==> src/rtl/salf_ram.sv <==
// ----------------------------------------------------------------------------
// salf_ram - generic simple dual port ram
// one write port, one read port with registered read data
// ----------------------------------------------------------------------------
module salf_ram #(
   parameter int WIDTH = 8,
   parameter int DEPTH = 16
) (
   input  logic                                    clock,
   input  logic                                    wr_en,
   input  logic [(DEPTH > 1 ? $clog2(DEPTH) : 1)-1:0] wr_addr,
   input  logic [WIDTH-1:0]                        wr_data,
   input  logic                                    rd_en,
   input  logic [(DEPTH > 1 ? $clog2(DEPTH) : 1)-1:0] rd_addr,
   output logic [WIDTH-1:0]                        rd_data
);
   logic [WIDTH-1:0] mem_ff [DEPTH];
   logic [WIDTH-1:0] rd_data_ff;

   always_ff @(posedge clock) begin
      if (wr_en) begin
         mem_ff[wr_addr] <= wr_data;
      end
      if (rd_en) begin
         rd_data_ff <= mem_ff[rd_addr];
      end
   end

   assign rd_data = rd_data_ff;
endmodule

==> config.mk <==
export PLATFORM = sky130hd
export DESIGN_NAME = salf_ram
export DESIGN_NICKNAME = d
export VERILOG_FILES = /design/src/rtl/salf_ram.sv
export SDC_FILE = /design/constraint.sdc
export NUM_CORES = 1
export LEC_CHECK = 0
export CORE_MARGIN = 2
export CORE_UTILIZATION = 60
export CTS_BUF_LIST = sky130_fd_sc_hd__clkbuf_16
export CTS_CLUSTER_SIZE = 25
export DETAILED_ROUTE_END_ITERATION = 7
export DONT_BUFFER_PORTS = 1
export GPL_TIMING_DRIVEN = 0
export PLACE_DENSITY = 0.76
export SETUP_SLACK_MARGIN = 0.1
export SLEW_MARGIN = 20
export SYNTH_ARGS = -nofsm -noshare
export SYNTH_HDL_FRONTEND = slang
export SYNTH_SLANG_ARGS = --single-unit
==> constraint.sdc <==
create_clock -name clock -period 2.43 [get_ports clock]
set_clock_uncertainty 0.2 [all_clocks]
set_input_delay 0.1215 -clock clock [delete_from_list [all_inputs] [get_ports clock]]
set_output_delay 0.1215 -clock clock [all_outputs]
set_load 0.02 [all_outputs]
; Word-level counts from Yosys, hierarchy flattened
; Memory sizes are Yosys's and may differ from the RTL's. A register that Yosys moved wholly into a read port is not among the register bits.
; Index checks and enable logic that the tools add are counted.
[totals]
register_bits = 0
ramBits = 128
in_bits = 19
out_inout_bits = 8
word_cells = 3
mem_count = 1
[op_classes]
muxes = 2
[mem_list]
columns = name, depth, width, read_ports, rd_clocked_by_memory_dff, wr, line
row1 = mem_ff, 16, 8, 1, 1, 1, 17  ; logic [WIDTH-1:0] mem_ff [DEPTH];
[ops]
columns = operator, count
row1 = 1-bit two-way mux, 2

; Depth between registers and ports, before layout
[depth]
depth_word = 2
mapped_depth = 5
depth_no_buf = 3

; Worst setup path after synthesis
; No wires, ideal clock.
[synth_timing]
path_type = input-to-reg
from = input port wr_addr[2] (netlist name)
to = memory mem_ff[0][0] (enable)
setup_time_ps = 383
arrival_time_ps = 1231
required_time_ps = 1847
setup_slack_ps = 616
path_stages = 2
path_buffers = 0
cell_sequence = or3b_2 -> nor3_1
[synth_lines]
columns = item, line
row1 = start: declaration, 11  ; input logic [(DEPTH > 1 ? $clog2(DEPTH) : 1)-1:0] wr_addr,
row2 = end: declaration, 17
; No word-level cell before the write port.

; Final worst setup path
[layout_timing]
from = input port wr_addr[2] (netlist name)
to = memory mem_ff[2][2] (enable)
; No word-level cell before the write port.

==> impl_metrics.py <==
metrics = {
    "pwr": {
        "ir_worst_vdd_mv": 0.530,
        "leakage_nw": 2.02,
        "power_density_mw_per_mm2": 911,
    },
    "grt": {
        "grt_pass1_wl_um": 15300,
        "met1_usage": 0.333,
        "track_usage": 0.232,
        "busiest_layer": "met2",
        "grt_pass1_vias": 2490,
        "grt_antenna_before_repair": 0,
        "met3_usage": 0.0583,
        "grt_max_degree": 17,
        "grtUsageMet2": 0.348,
        "grt_overflow_total": 0,
    },
    "sta": {
        "period_needed_ns": 2.04,
        "clock.fmax_ghz": 0.490,
        "rsz0062_at_grt": "false",
        "relSlewSlack": 0.417,
        "fin_crit_sh": 0.840,
        "worstMarginPinSlew_ns": 0.871,
        "maxSlewViolCount": 0,
        "setup_viol": 0,
        "fin_tns_setup_ns": 0,
        "hold_viol": 0,
    },
    "critical_path": {
        "critPathSlowestCell": "nor2_1",
        "startpoint_type": "input port",
        "critPathMaxStageDelay_ns": 0.68,
        "worstPathArrival_ns": 1.87,
        "reg2reg_depth": 3,
        "worstPathMaxFanout": 8,
        "crit_type": "in2reg",
        "critPathBufInv": 1,
        "crit_cells": 3,
        "required_ns": 2.26,
        "critPathCaptureType": "register",
        "path_cells": "dlygate4sd3_1 -> or3b_2 -> nor2_1",
        "crit_family": "simple AND/OR/NAND/NOR gates",
    },
    "detailed_routing": {
        "drt_iter0_drc": 361,
        "drc_errors": 0,
        "route.vias.total": 2510,
        "antenna_left": 0,
        "vias_per_cell": 6.54,
        "wl_um": 10200,
        "wl_per_cell_um": 26.6,
        "firstDrtPassIters": 5,
    },
    "floorplanning": {
        "core-area_mm2": 0.00859,
        "initial_core_util": 0.608,
        "fp-row-count": 34,
        "die_y_um": 97.3,
        "dieArea_mm2": 0.00948,
        "pin_count": 27,
        "chipWidth_um": 97.3,
    },
    "logic_synthesis": {
        "ys_seq_area_frac": 0.781,
        "synth_warnings": 0,
        "syn-num-nets": 248,
        "synth.avg_cell_area_um2": 22.8,
        "synth_seq_cells": 136,
        "netlist_instances": 229,
        "synth_area_mm2": 0.00523,
        "synth.distinct_cells": 18,
    },
    "cells_and_area": {
        "area_growth_pct": 18.0,
        "nets": 282,
        "drive_gt1_frac": 0.217,
        "multiInputGateArea_mm2": 0.00108,
        "fillers": 483,
        "final_common_cell": "edfxtp_1",
        "final_cell_mix": "edfxtp_1, mux4_2, clkbuf_16",
        "diodes": 0,
        "final_cell_area_mm2": 0.00617,
        "finish.utilization": 0.718,
        "regArea_mm2": 0.00408,
    },
    "clocking": {
        "clk_pin_slew_ns": 0.06,
        "clk_path_buf_depth": 2,
        "cts_max_level": 4,
        "cts_tree": "yes",
        "cts_sinks": 136,
        "cts_root_buffer": "clkbuf_16",
        "cts_resized": 0,
        "clock_latency_ns": 0.41,
        "cts_buffers": 17,
    },
    "job": {
        "maxCapViolCount": 0,
    },
    "min_path": {
        "hold_class": "in2reg",
        "hold_depth": 2,
    },
    "place": {
        "postPlaceCellArea_mm2": 0.00538,
        "gp_congestion": 0.716,
        "io_buffer_count": 0,
        "dp_hpwl_um": 5930,
    },
    "run_status": {
        "outcome": "finished, final reports clean",
    },
}
## report_power, final
part	switching (W)	internal [W]	total [W]	leakage, nW
Combinational	0.000136	0.000101	0.000236	0.488
Sequential	0.0000287	0.00265	0.00268	1.24
Clock	0.000907	0.00180	0.00271	0.300
## layout make-up
class                           instances  area share
Timing Repair Buffer                   15      0.0243
Clock inverter                         15      0.0339
Multi-Input combinational cell         83       0.175
Sequential cell                       136       0.662
Tap cell                              108      0.0219
Clock buffer                           17      0.0690
Buffer                                 10      0.0140
## synthesized netlist by cell type, drive strengths merged
master | count | area, µm²
edfxtp | 136 | 4080
mux4 | 32 | 773
a22oi | 16 | 120
nor2 | 13 | 48.8
nand2 | 9 | 33.8
buf | 7 | 56.3
nor3 | 4 | 20.0
clkdlybuf4s25 | 3 | 30.0
nand2b | 2 | 12.5
nand3b | 2 | 15.0
and2 | 1 | 6.26
and2b | 1 | 7.51
nand3 | 1 | 5.00
nor2b | 1 | 6.26
or3b | 1 | 8.76
## what timing repair did
action                                 4_1_cts  5_1_grt
setup buffers                                0        0
endpoints found under the hold margin      170        0
hold buffers                                15        0
## worst register-to-register path, cell delays in order (launching register included)
cell and delay [ns]:
edfxtp_1 0.36, mux4_1 0.55, a22oi_1 0.30, nand2_1 0.09
## registers in the layout, indices dropped and copies added (netlist names)
| register | cells |
|---|---|
| mem_ff | 128 |
| rd_data | 8 |
## routing by layer
| metal | vias up | routed length (µm) |
|---|---|---|
| met5 | - | 0 |
| met4 | 0 | 224 |
| met3 | 20 | 820 |
| met2 | 146 | 5090 |
| met1 | 1294 | 4090 |
| li1 | 1050 | - |
## logic make-up after synthesis
family / synth area share
DFF: 0.781
and+or+nand+nor: 0.0314
muxes: 0.148
AOI/OAI and AO/OA: 0.0230
buffers and inverters: 0.0165
## path summary, 6_finish.rpt
path	start	end	slack, ns
worst max-delay path	wr_addr[2]	mem_ff[2][2]	0.39
worst min-delay path	wr_addr[2]	mem_ff[12][0]	0.002
worst max register to register	mem_ff[4][3]	rd_data[3]	0.68
worst min register to register	mem_ff[11][3]	rd_data[3]	0.56
## through the flow
step / power [W] / cells / setup slack, ns / hold WS, ns
detailed placement: 0.00290 / 337 / 0.536 / 0.0209
CTS: 0.00565 / 384 / 0.390 / 0.00537
global placement: 0.00289 / 337 / 0.188 / 0.0211
floorplan: 0.00285 / 229 / 0.616 / 0.0204
finish: 0.00562 / 384 / 0.390 / 0.00165
global route: 0.00578 / 384 / 0.335 / 0.0300
Note: power is estimated with default switching activity, not from simulation.
